## config.mk

```make
export PLATFORM = sky130hd
export DESIGN_NAME = tiled_qr_task_scheduler
export DESIGN_NICKNAME = d
export VERILOG_FILES = /design/src/hw/rtl/qrts_pkg.sv /design/src/hw/rtl/qrts_tile_mem.sv /design/src/hw/rtl/qrts_cfg.sv /design/src/hw/rtl/tiled_qr_task_scheduler.sv
export SDC_FILE = /design/constraint.sdc
export NUM_CORES = 2
export LEC_CHECK = 0
export CORE_MARGIN = 10
export CORE_UTILIZATION = 35
export DETAILED_ROUTE_END_ITERATION = 16
export DONT_BUFFER_PORTS = 1
export HOLD_SLACK_MARGIN = 0.08
export PLACE_DENSITY = 0.54
export SLEW_MARGIN = 20
export SYNTH_ARGS = -nofsm -noshare
export SYNTH_HDL_FRONTEND = slang
export SYNTH_HIERARCHICAL = 1
export SYNTH_SLANG_ARGS = --single-unit
```

## constraint.sdc

```tcl
create_clock -name clk -period 23 [get_ports clk]
set_clock_uncertainty 0.2 [all_clocks]
set_input_delay 4.6 -clock clk [delete_from_list [all_inputs] [get_ports clk]]
set_output_delay 4.6 -clock clk [all_outputs]
set_load 0.1 [all_outputs]
```

## src/hw/rtl/qrts_pkg.sv

```systemverilog
package qrts_pkg;

  localparam int CRD_W  = 7;
  localparam int STEP_W = 5;

  localparam logic [1:0] OP_RESTART  = 2'd0;
  localparam logic [1:0] OP_FETCH    = 2'd1;
  localparam logic [1:0] OP_COMPLETE = 2'd2;

  localparam logic [1:0] K_QRS  = 2'd0;
  localparam logic [1:0] K_SAPP = 2'd1;
  localparam logic [1:0] K_QRD  = 2'd2;
  localparam logic [1:0] K_DAPP = 2'd3;
  localparam logic [2:0] KX_NONE = 3'd4;

  localparam logic [1:0] ST_NONE  = 2'd0;
  localparam logic [1:0] ST_READY = 2'd1;
  localparam logic [1:0] ST_DOING = 2'd2;
  localparam logic [1:0] ST_DONE  = 2'd3;

  localparam logic [1:0] FS_GIVEN   = 2'd0;
  localparam logic [1:0] FS_PENDING = 2'd1;
  localparam logic [1:0] FS_ALLDONE = 2'd2;

  localparam logic [0:0] CFG_ROWS = 1'b0;
  localparam logic [0:0] CFG_COLS = 1'b1;

  typedef struct packed {
    logic [1:0] kind;
    logic [1:0] status;
    logic [3:0] step;
  } tile_t;

  typedef struct packed {
    logic [CRD_W-1:0] rows;
    logic [CRD_W-1:0] cols;
  } grid_t;

  typedef struct packed {
    logic [CRD_W-1:0]  row;
    logic [CRD_W-1:0]  col;
    logic [1:0]        kind;
    logic [STEP_W-1:0] step;
  } target_t;

  function automatic logic [2:0] kind_at(input logic [CRD_W-1:0] r,
                                         input logic [CRD_W-1:0] c,
                                         input logic [STEP_W-1:0] s);
    logic [CRD_W-1:0] sx;
    sx = {{(CRD_W-STEP_W){1'b0}}, s};
    kind_at = KX_NONE;
    if (r == sx) begin
      if (c == sx) kind_at = {1'b0, K_QRS};
      else if (c > sx) kind_at = {1'b0, K_SAPP};
    end else if (r > sx) begin
      if (c == sx) kind_at = {1'b0, K_QRD};
      else if (c > sx) kind_at = {1'b0, K_DAPP};
    end
  endfunction

  function automatic logic passed(input tile_t e, input logic [STEP_W-1:0] t);
    logic [STEP_W-1:0] st;
    st = {1'b0, e.step};
    passed = (st > t) || ((st == t) && (e.status == ST_DONE));
  endfunction

endpackage

```

## src/hw/rtl/qrts_tile_mem.sv

```systemverilog
module qrts_tile_mem #(
  parameter int AW = 8
) (
  input  logic              clk,
  input  logic              we,
  input  logic [AW-1:0]     waddr,
  input  qrts_pkg::tile_t   wdata,
  input  logic [AW-1:0]     raddr,
  output qrts_pkg::tile_t   rdata
);

  qrts_pkg::tile_t mem [2**AW];

  always_ff @(posedge clk) begin
    if (we) mem[waddr] <= wdata;
    rdata <= mem[raddr];
  end

endmodule

```

## src/hw/rtl/qrts_cfg.sv

```systemverilog
module qrts_cfg #(
  parameter int MAX_ROWS = 16,
  parameter int MAX_COLS = 16
) (
  input  logic                clk,
  input  logic                rst_n,
  input  logic                cfg_valid,
  output logic                cfg_ready,
  input  logic [1:0]          cfg_index,
  input  logic [4:0]          cfg_data,
  output qrts_pkg::grid_t     grid
);

  localparam logic [qrts_pkg::CRD_W-1:0] MR = qrts_pkg::CRD_W'(MAX_ROWS);
  localparam logic [qrts_pkg::CRD_W-1:0] MC = qrts_pkg::CRD_W'(MAX_COLS);

  logic [4:0] rows_r, cols_r;
  logic [qrts_pkg::CRD_W-1:0] rx, cx;

  assign cfg_ready = 1'b1;

  always_ff @(posedge clk) begin
    if (!rst_n) begin
      rows_r <= 5'd16;
      cols_r <= 5'd16;
    end else if (cfg_valid) begin
      if (cfg_index == {1'b0, qrts_pkg::CFG_ROWS}) rows_r <= cfg_data;
      if (cfg_index == {1'b0, qrts_pkg::CFG_COLS}) cols_r <= cfg_data;
    end
  end

  // saturate to 1..max
  always_comb begin
    rx = {{(qrts_pkg::CRD_W-5){1'b0}}, rows_r};
    cx = {{(qrts_pkg::CRD_W-5){1'b0}}, cols_r};
    grid.rows = (rx == '0) ? qrts_pkg::CRD_W'(1) : ((rx > MR) ? MR : rx);
    grid.cols = (cx == '0) ? qrts_pkg::CRD_W'(1) : ((cx > MC) ? MC : cx);
  end

endmodule

```

## src/hw/rtl/tiled_qr_task_scheduler.sv

```systemverilog
// channel  | ports                                          | beat taken when
// ---------+------------------------------------------------+--------------------------
// command  | start, busy, in_opcode, in_tile_row/col        | start && !busy
// result   | out_valid, out_fetch_status, out_task_*        | out_valid (one cycle)
// config   | cfg_valid, cfg_ready, cfg_index, cfg_data      | cfg_valid && cfg_ready
//
// one command at a time, all tile state in one tile memory (registered read)
// restart and reset sweep every entry of the memory, MAX_ROWS*MAX_COLS (pow2-rounded)
// fetch scans one tile per cycle, from the last tile back, and stops at a ready tile
// complete: S_HRD reads and S_HEV marks the tile done, then each successor passes
// through S_GEN and one S_CRD/S_CEV pair per dependency read
// reset is synchronous; the receiver cannot stall results
module tiled_qr_task_scheduler #(
  parameter int MAX_ROWS = 16,
  parameter int MAX_COLS = 16
) (
  input  logic       clk,
  input  logic       rst_n,
  input  logic       start,
  output logic       busy,
  input  logic [1:0] in_opcode,
  input  logic [3:0] in_tile_row,
  input  logic [3:0] in_tile_col,
  input  logic       cfg_valid,
  output logic       cfg_ready,
  input  logic [1:0] cfg_index,
  input  logic [4:0] cfg_data,
  output logic       out_valid,
  output logic [1:0] out_fetch_status,
  output logic [3:0] out_task_row,
  output logic [3:0] out_task_col,
  output logic [1:0] out_task_kind,
  output logic [3:0] out_task_step
);

  localparam int CW_ = qrts_pkg::CRD_W;
  localparam int SW_ = qrts_pkg::STEP_W;
  localparam int RW = (MAX_ROWS > 1) ? $clog2(MAX_ROWS) : 1;
  localparam int CW = (MAX_COLS > 1) ? $clog2(MAX_COLS) : 1;
  localparam int AW = RW + CW;

  typedef enum logic [7:0] {
    S_IDLE  = 8'b0000_0001,
    S_CLEAR = 8'b0000_0010,
    S_SCAN  = 8'b0000_0100,
    S_HRD   = 8'b0000_1000,
    S_HEV   = 8'b0001_0000,
    S_GEN   = 8'b0010_0000,
    S_CRD   = 8'b0100_0000,
    S_CEV   = 8'b1000_0000
  } state_t;

  typedef enum logic [3:0] {
    G_LOOP = 4'b0001,
    G_SELF = 4'b0010,
    G_TAIL = 4'b0100,
    G_END  = 4'b1000
  } gen_t;

  function automatic logic [AW-1:0] mk_addr(input logic [CW_-1:0] r,
                                            input logic [CW_-1:0] c);
    mk_addr = {r[RW-1:0], c[CW-1:0]};
  endfunction

  qrts_pkg::grid_t grid;
  qrts_pkg::tile_t rd, wd;
  logic            we;
  logic [AW-1:0]   wa, ra;

  state_t state_r, state_nxt;
  gen_t   gstg_r, gstg_nxt;
  logic              set_r, set_nxt;
  logic [AW-1:0]     clr_r, clr_nxt;
  logic              clr_op_r, clr_op_nxt;
  logic [CW_-1:0]    p_r, p_nxt, q_r, q_nxt, j_r, j_nxt;
  logic [SW_-1:0]    k_r, k_nxt;
  logic [2:0]        hk_r, hk_nxt;
  qrts_pkg::target_t tgt_r, tgt_nxt;
  logic [1:0]        ph_r, ph_nxt;
  logic [CW_-1:0]    sr_r, sr_nxt, sc_r, sc_nxt, vr_r, vr_nxt, vc_r, vc_nxt;
  logic              pend_r, pend_nxt, idone_r, idone_nxt, doing_r, doing_nxt;
  logic              ov_r, ov_nxt;
  logic [1:0]        ofs_r, ofs_nxt, okind_r, okind_nxt;
  logic [3:0]        orow_r, orow_nxt, ocol_r, ocol_nxt, ostep_r, ostep_nxt;

  // dependency read for the current target and phase
  logic              d_final, d_chk, d_last;
  logic [CW_-1:0]    d_r, d_c;
  logic [SW_-1:0]    d_t;
  logic [1:0]        d_kind;
  logic [CW_-1:0]    sx;
  logic              d_ok;
  logic [2:0]        nk;
  logic              accept;

  qrts_cfg #(.MAX_ROWS(MAX_ROWS), .MAX_COLS(MAX_COLS)) u_cfg (
    .clk(clk), .rst_n(rst_n), .cfg_valid(cfg_valid), .cfg_ready(cfg_ready),
    .cfg_index(cfg_index), .cfg_data(cfg_data), .grid(grid)
  );

  qrts_tile_mem #(.AW(AW)) u_mem (
    .clk(clk), .we(we), .waddr(wa), .wdata(wd), .raddr(ra), .rdata(rd)
  );

  assign busy   = (state_r != S_IDLE);
  assign accept = start && !busy;
  assign out_valid        = ov_r;
  assign out_fetch_status = ofs_r;
  assign out_task_row     = orow_r;
  assign out_task_col     = ocol_r;
  assign out_task_kind    = okind_r;
  assign out_task_step    = ostep_r;

  always_comb begin
    sx      = {{(CW_-SW_){1'b0}}, tgt_r.step};
    d_final = 1'b0;
    d_chk   = 1'b0;
    d_last  = 1'b0;
    d_r     = tgt_r.row;
    d_c     = tgt_r.col;
    d_t     = tgt_r.step - SW_'(1);
    d_kind  = qrts_pkg::K_DAPP;
    case (tgt_r.kind)
      qrts_pkg::K_SAPP: begin
        if (ph_r == 2'd0) begin
          if (tgt_r.row == '0) d_final = 1'b1;
          d_r = sx; d_c = sx; d_t = tgt_r.step;
          d_kind = qrts_pkg::K_QRS; d_chk = 1'b1;
        end else begin
          d_chk = 1'b1; d_last = 1'b1;
        end
      end
      qrts_pkg::K_QRD: begin
        if (ph_r == 2'd0) begin
          d_r = tgt_r.row - CW_'(1); d_t = tgt_r.step;
        end else begin
          if (tgt_r.step == '0) d_final = 1'b1;
          d_chk = 1'b1; d_last = 1'b1;
        end
      end
      qrts_pkg::K_DAPP: begin
        if (ph_r == 2'd0) begin
          d_c = sx; d_t = tgt_r.step;
          d_kind = qrts_pkg::K_QRD; d_chk = 1'b1;
        end else if (ph_r == 2'd1) begin
          d_r = tgt_r.row - CW_'(1); d_t = tgt_r.step;
        end else begin
          if (tgt_r.step == '0) d_final = 1'b1;
          d_chk = 1'b1; d_last = 1'b1;
        end
      end
      default: d_final = 1'b1;
    endcase
    d_ok = qrts_pkg::passed(rd, d_t) && (!d_chk || (rd.kind == d_kind));
  end

  always_comb begin
    state_nxt = state_r;  gstg_nxt = gstg_r;
    set_nxt = set_r;      clr_nxt = clr_r;      clr_op_nxt = clr_op_r;
    p_nxt = p_r; q_nxt = q_r; j_nxt = j_r; k_nxt = k_r; hk_nxt = hk_r;
    tgt_nxt = tgt_r; ph_nxt = ph_r;
    sr_nxt = sr_r; sc_nxt = sc_r; vr_nxt = vr_r; vc_nxt = vc_r;
    pend_nxt = pend_r; idone_nxt = idone_r; doing_nxt = doing_r;
    ov_nxt = 1'b0;
    ofs_nxt = ofs_r; orow_nxt = orow_r; ocol_nxt = ocol_r;
    okind_nxt = okind_r; ostep_nxt = ostep_r;
    we = 1'b0; wa = '0; wd = '0; ra = '0;
    nk = qrts_pkg::kind_at(p_r, q_r, k_r + SW_'(1));

    case (state_r)
      S_IDLE: begin
        if (accept) begin
          ofs_nxt = qrts_pkg::FS_GIVEN;
          orow_nxt = '0; ocol_nxt = '0; okind_nxt = '0; ostep_nxt = '0;
          p_nxt = {{(CW_-4){1'b0}}, in_tile_row};
          q_nxt = {{(CW_-4){1'b0}}, in_tile_col};
          case (in_opcode)
            qrts_pkg::OP_RESTART: begin
              clr_nxt = '0; clr_op_nxt = 1'b1; state_nxt = S_CLEAR;
            end
            qrts_pkg::OP_FETCH: begin
              sr_nxt = grid.rows - CW_'(1);
              sc_nxt = grid.cols - CW_'(1);
              pend_nxt = 1'b0; idone_nxt = 1'b0; doing_nxt = 1'b0;
              state_nxt = S_SCAN;
            end
            qrts_pkg::OP_COMPLETE: begin
              if (p_nxt < grid.rows && q_nxt < grid.cols) state_nxt = S_HRD;
              else ov_nxt = 1'b1;
            end
            default: ov_nxt = 1'b1;
          endcase
        end
      end
      S_CLEAR: begin
        we = 1'b1; wa = clr_r;
        if (clr_r == '0) wd = '{kind: qrts_pkg::K_QRS, status: qrts_pkg::ST_READY,
                                step: 4'd0};
        clr_nxt = clr_r + AW'(1);
        if (&clr_r) begin
          state_nxt = S_IDLE;
          ov_nxt = clr_op_r;
        end
      end
      S_SCAN: begin
        ra = mk_addr(sr_r, sc_r);
        vr_nxt = sr_r; vc_nxt = sc_r;
        pend_nxt = !idone_r;
        if (!idone_r) begin
          if (sc_r == '0) begin
            if (sr_r == '0) idone_nxt = 1'b1;
            else begin
              sr_nxt = sr_r - CW_'(1);
              sc_nxt = grid.cols - CW_'(1);
            end
          end else sc_nxt = sc_r - CW_'(1);
        end
        if (pend_r && rd.status == qrts_pkg::ST_READY) begin
          we = 1'b1; wa = mk_addr(vr_r, vc_r);
          wd = rd; wd.status = qrts_pkg::ST_DOING;
          orow_nxt = vr_r[3:0]; ocol_nxt = vc_r[3:0];
          okind_nxt = rd.kind; ostep_nxt = rd.step;
          ov_nxt = 1'b1; state_nxt = S_IDLE;
        end else if (pend_r && rd.status == qrts_pkg::ST_DOING) begin
          doing_nxt = 1'b1;
        end else if (!pend_r && idone_r) begin
          ofs_nxt = doing_r ? qrts_pkg::FS_PENDING : qrts_pkg::FS_ALLDONE;
          ov_nxt = 1'b1; state_nxt = S_IDLE;
        end
      end
      S_HRD: begin
        ra = mk_addr(p_r, q_r);
        state_nxt = S_HEV;
      end
      S_HEV: begin
        we = 1'b1; wa = mk_addr(p_r, q_r);
        wd = rd; wd.status = qrts_pkg::ST_DONE;
        k_nxt = {1'b0, rd.step};
        hk_nxt = qrts_pkg::kind_at(p_r, q_r, {1'b0, rd.step});
        j_nxt = {{(CW_-4){1'b0}}, rd.step} + CW_'(1);
        case (hk_nxt)
          {1'b0, qrts_pkg::K_QRS}, {1'b0, qrts_pkg::K_QRD}: gstg_nxt = G_LOOP;
          {1'b0, qrts_pkg::K_SAPP}: gstg_nxt = G_TAIL;
          {1'b0, qrts_pkg::K_DAPP}: gstg_nxt = G_SELF;
          default: gstg_nxt = G_END;
        endcase
        state_nxt = S_GEN;
      end
      S_GEN: begin
        ph_nxt = 2'd0;
        tgt_nxt.step = k_r;
        case (gstg_r)
          G_LOOP: begin
            if (j_r < grid.cols) begin
              tgt_nxt.row = p_r; tgt_nxt.col = j_r;
              tgt_nxt.kind = (hk_r[1:0] == qrts_pkg::K_QRS) ? qrts_pkg::K_SAPP
                                                            : qrts_pkg::K_DAPP;
              j_nxt = j_r + CW_'(1);
              state_nxt = S_CRD;
            end else gstg_nxt = G_TAIL;
          end
          G_SELF: begin
            gstg_nxt = G_TAIL;
            if (nk != qrts_pkg::KX_NONE) begin
              tgt_nxt.row = p_r; tgt_nxt.col = q_r;
              tgt_nxt.kind = nk[1:0]; tgt_nxt.step = k_r + SW_'(1);
              state_nxt = S_CRD;
            end
          end
          G_TAIL: begin
            gstg_nxt = G_END;
            if (p_r + CW_'(1) < grid.rows) begin
              tgt_nxt.row = p_r + CW_'(1); tgt_nxt.col = q_r;
              tgt_nxt.kind = (hk_r[1:0] == qrts_pkg::K_QRS ||
                              hk_r[1:0] == qrts_pkg::K_QRD) ? qrts_pkg::K_QRD
                                                            : qrts_pkg::K_DAPP;
              state_nxt = S_CRD;
            end
          end
          default: begin
            ov_nxt = 1'b1; state_nxt = S_IDLE;
          end
        endcase
      end
      S_CRD: begin
        ra = mk_addr(d_r, d_c);
        if (d_final) set_nxt = 1'b1;
        else state_nxt = S_CEV;
        if (set_r) begin
          we = 1'b1; wa = mk_addr(tgt_r.row, tgt_r.col);
          wd = '{kind: tgt_r.kind, status: qrts_pkg::ST_READY, step: tgt_r.step[3:0]};
          set_nxt = 1'b0; state_nxt = S_GEN;
        end
      end
      S_CEV: begin
        if (!d_ok) state_nxt = S_GEN;
        else if (d_last) begin
          set_nxt = 1'b1; state_nxt = S_CRD;
        end else begin
          ph_nxt = ph_r + 2'd1; state_nxt = S_CRD;
        end
      end
      default: state_nxt = S_IDLE;
    endcase
  end

  always_ff @(posedge clk) begin
    if (!rst_n) begin
      state_r  <= S_CLEAR;
      clr_r    <= '0;
      clr_op_r <= 1'b0;
      set_r    <= 1'b0;
      ov_r     <= 1'b0;
      gstg_r   <= G_END;
      pend_r   <= 1'b0;
      idone_r  <= 1'b0;
      doing_r  <= 1'b0;
    end else begin
      state_r  <= state_nxt;
      clr_r    <= clr_nxt;
      clr_op_r <= clr_op_nxt;
      set_r    <= set_nxt;
      ov_r     <= ov_nxt;
      gstg_r   <= gstg_nxt;
      pend_r   <= pend_nxt;
      idone_r  <= idone_nxt;
      doing_r  <= doing_nxt;
    end
  end

  always_ff @(posedge clk) begin
    p_r <= p_nxt; q_r <= q_nxt; j_r <= j_nxt; k_r <= k_nxt; hk_r <= hk_nxt;
    tgt_r <= tgt_nxt; ph_r <= ph_nxt;
    sr_r <= sr_nxt; sc_r <= sc_nxt; vr_r <= vr_nxt; vc_r <= vc_nxt;
    ofs_r <= ofs_nxt; orow_r <= orow_nxt; ocol_r <= ocol_nxt;
    okind_r <= okind_nxt; ostep_r <= ostep_nxt;
  end

endmodule

```

==> impl_results.md <==
- Status: finished clean
- Setup TNS: 0 ns
- Worst VDD drop: 0.0928 mV
- Most Frequent Cell on Critical Path: buf_4
- Post-Place Cell Area: 90600 um2
- Worst Hold Depth: 2
- I/O Pins: 40
- Final routed DRC violation total: 0
- Slowest CP cell: a211oi_1
- Pins over their slew limit: 0
- CTS Root Cell: clkbuf_16
- Post-CTS Setup Inserts: 0
- Min-delay worst type: flip-flop to flip-flop
- DR WL/cell: 29.0 um
- Pwr per Cell Area: 88.2 nW/um2
- Netlist cell types: 91
- Design area: around 98000 um2
- Achievable clock frequency: 133 MHz
- Crit path capture type: flip-flop
- GRT Total Usage: 16.9%
- Initial antenna violation count: 13
- Crit-path leading delay family: compound AO/OA/AOI/OAI gates
- CTS H-tree lvls: 4
- R2R depth: 15
- Pleak: 25.0 nW
- Area grow syn2layout: 12.2%
- Syn Std Cell Area: 87000 um2
- Synth cell count leaders: edfxtp_1, mux4_2, nor2_1
- CTS tree: yes
- Tcrit/Tclk final: 32.6%
- Cell with the most instances after synthesis: edfxtp_1
- Num rows: approximately 180
- Nets: 4657
- Post-synth EDFFs: ~2100
- Crit-path max FO: 67
- Hold Startpoint: clr_op_r
- Die height: just over 500 um
- Area of the core: 247000 um2
- Final min period: 7.50 ns
- Clk buf depth: 3
- Post-cts hold buffer count: 0
- Avg Synthesized Cell Area: 19.2 um2
- Buf/Inv on CP: 4
- Vias per inst: ~5.5
- Top cell type's share of synthesized area: 73.4%
- Number of detailed-routing iterations run before antenna repair: 7
- Worst-margin pin slew: ~1.2 ns
- Largest cells by area after synthesis: edfxtp_1, mux4_2, mux2i_1
- Routability Congestion: 0.829
- Main synth FF type: edfxtp_1
- Reg-to-Reg Start: ph_r[0]
- Grt ovf: 0
- Post-synthesis sequential area ratio: 74.4%
- Initial Util: 35.3%
- Worst-Skew Late Latency: 0.88 ns
- Worst r2r dst: u_mem/rdata[5]
- DIE AREA: roughly 270000 um2
- Min Hold Slack: 0.262 ns
- Crit path cell chain: inv_1 > ha_1 > o21ai_1 > nor2_1 > a21oi_1 > o21ai_4 > buf_4 > buf_12 > buf_4 > mux4_2 > a22o_1 > a221oi_1 > o221ai_1 > a211oi_1 > nor4_1
- Required @ worst endpoint: 23.50 ns
- Final hold violations: 0
- First-pass GRT wire length: 337 mm
- Layout Utilization: 39.6%
- Die X-Extent: 518 um
- Largest net degree at the start of global routing: 197
- Yosys warnings: 6
- Final setup viols: 0
- Clk sinks: approximately 2200
- Post-CTS resize count: 0
- Port-buffer cells: 0
- Total Wirelength: 234 mm
- Flop2flop setup slack: 15.50 ns
- Async set-reset flop share out of synthesis: 0%
- Vias in the first global route: 44700
- Largest stage delay on the critical path: 0.82 ns
- Area leader, netlist: edfxtp_1
- Maxcap violations: 0
- Detailed Route Iter0 Violations: 5239
- Hold Path Sink: clr_op_r
- Worst EP arrival: 8.00 ns
- Share of layout cells above drive strength 1: 19.3%
- Crit path kind: flip-flop to flip-flop
- Clock Pin Slew Worst Setup and Hold Paths: approximately 0.060 ns
- Via count: 44800
- RSZ-0062 raised after global routing: no
- Critical Path Start Type: flip-flop
- Rel. slew slack: 19.1%
- Hpwl dp: 142 mm
- Yosys reg bits: 2169
- Fill count: 21900
- Remaining antenna violation count: 0
- Worst setup path startpoint: ph_r[0]
- Num CTS Buffers: 217
- Synth Instances: 4525
[stage by stage]
| step | power, mW | cells | setup WS (ns) |
|---|---|---|---|
| 2_1_floorplan | 4.98 | 4528 | 13.96 |
| 3_3_place_gp | 5.23 | 7668 | 15.35 |
| 3_5_place_dp | 5.25 | 7670 | 15.32 |
| 4_1_cts | 8.68 | 8069 | 15.30 |
| 5_1_grt | 8.87 | 8072 | 14.96 |
| 6_report | 8.61 | 8076 | 15.50 |
[report_power, final]
part	switching, mW	total, mW	leakage, nW	internal [mW]
Sequential	0.0807	4.52	16.0	4.44
Clock	1.52	3.45	3.36	1.93
Combinational	0.470	0.642	5.61	0.172
Total	2.07	8.61	25.0	6.54
[metal layers]
layer / vias up / GRT usage [%] / part of all wire, % / wire length, um
li1: 18700 / - / - / -
met4: 4 / 4.69 / 2.6 / 5970
met3: 325 / 2.71 / 7.0 / 16300
met5: - / 0 / 0.012 / 27
met1: 24000 / 24.2 / 43 / 101000
met2: 1795 / 26.8 / 47 / 111000
[sequential cells by signal (all words and copies together) (netlist names), 5 cells and up]
name	cells
u_mem/rdata	8
tgt_r	11
sr_r	7
clr_r	8
sc_r	7
u_cfg/rows_r	5
u_cfg/cols_r	5
j_r	7
state_r	8
u_mem/mem	2048
sx	5
[worst register-to-register path, delay by kind of cell (launching register included)]
family | cells | cell delay, ns
adder cells (fa/ha/maj) | 1 | 0.56
multiplexers | 1 | 0.69
AO/OA/AOI/OAI | 7 | 2.84
buffers and inverters | 4 | 2.36
AND/OR/NAND/NOR | 2 | 0.27
flip-flops | 1 | 0.42
[logic make-up (layout without fill, tap and decap cells)]
logic type               Yosys count  count (layout)  share of synthesized area [%]
AO/OA/AOI/OAI                    568             568                           4.53
XOR/XNOR                          39              39                          0.393
adder cells (fa/ha/maj)           58              58                          0.834
buffers and inverters            323             553                           2.10
flip-flops                      2169            2169                           74.4
multiplexers                     614             614                           13.6
other                              3              12                         0.0129
AND/OR/NAND/NOR                  751             751                           4.10
[layout make-up]
type                       count  area [um2]  share of cell area (%)
timing repair buffer          98         877                   0.899
sequential                  2169       64700                    66.3
multi-input combinational   2036       20700                    21.3
tap                         3312        4140                    4.25
clock buffer                 268        5650                    5.79
clock inverter               131        1220                    1.25
inverter                      56         210                   0.215
antenna                        6        15.0                  0.0154
[cell usage in the layout (no fill, tap or decap), drive strengths merged, types with 22 or more instances in the layout]
cell,n
edfxtp,2125
mux4,456
nor2,343
clkbuf,268
mux2i,157
a21oi,144
a22oi,143
nand2,109
clkinv,104
buf,98
inv,65
o21ai,60
ha,58
nand3,57
nor2b,52
o221ai,48
nor3,46
dfxtp,44
nor4,35
o22ai,31
and2,25
a22o,22
[how the worst max path moves through the flow]
| stage | slack [ns] | to | cells after the start |
|---|---|---|---|
| 2_1_floorplan | 13.96 | u_mem/mem[0][1] | 7 |
| 3_3_place_gp | 15.35 | u_mem/rdata[5] | 15 |
| 3_5_place_dp | 15.32 | u_mem/rdata[5] | 15 |
| 4_1_cts | 15.30 | u_mem/rdata[5] | 15 |
| 5_1_grt | 14.96 | u_mem/rdata[5] | 15 |
| 6_report | 15.50 | u_mem/rdata[5] | 15 |
No activity file was read; power rests on OpenSTA's default activity.
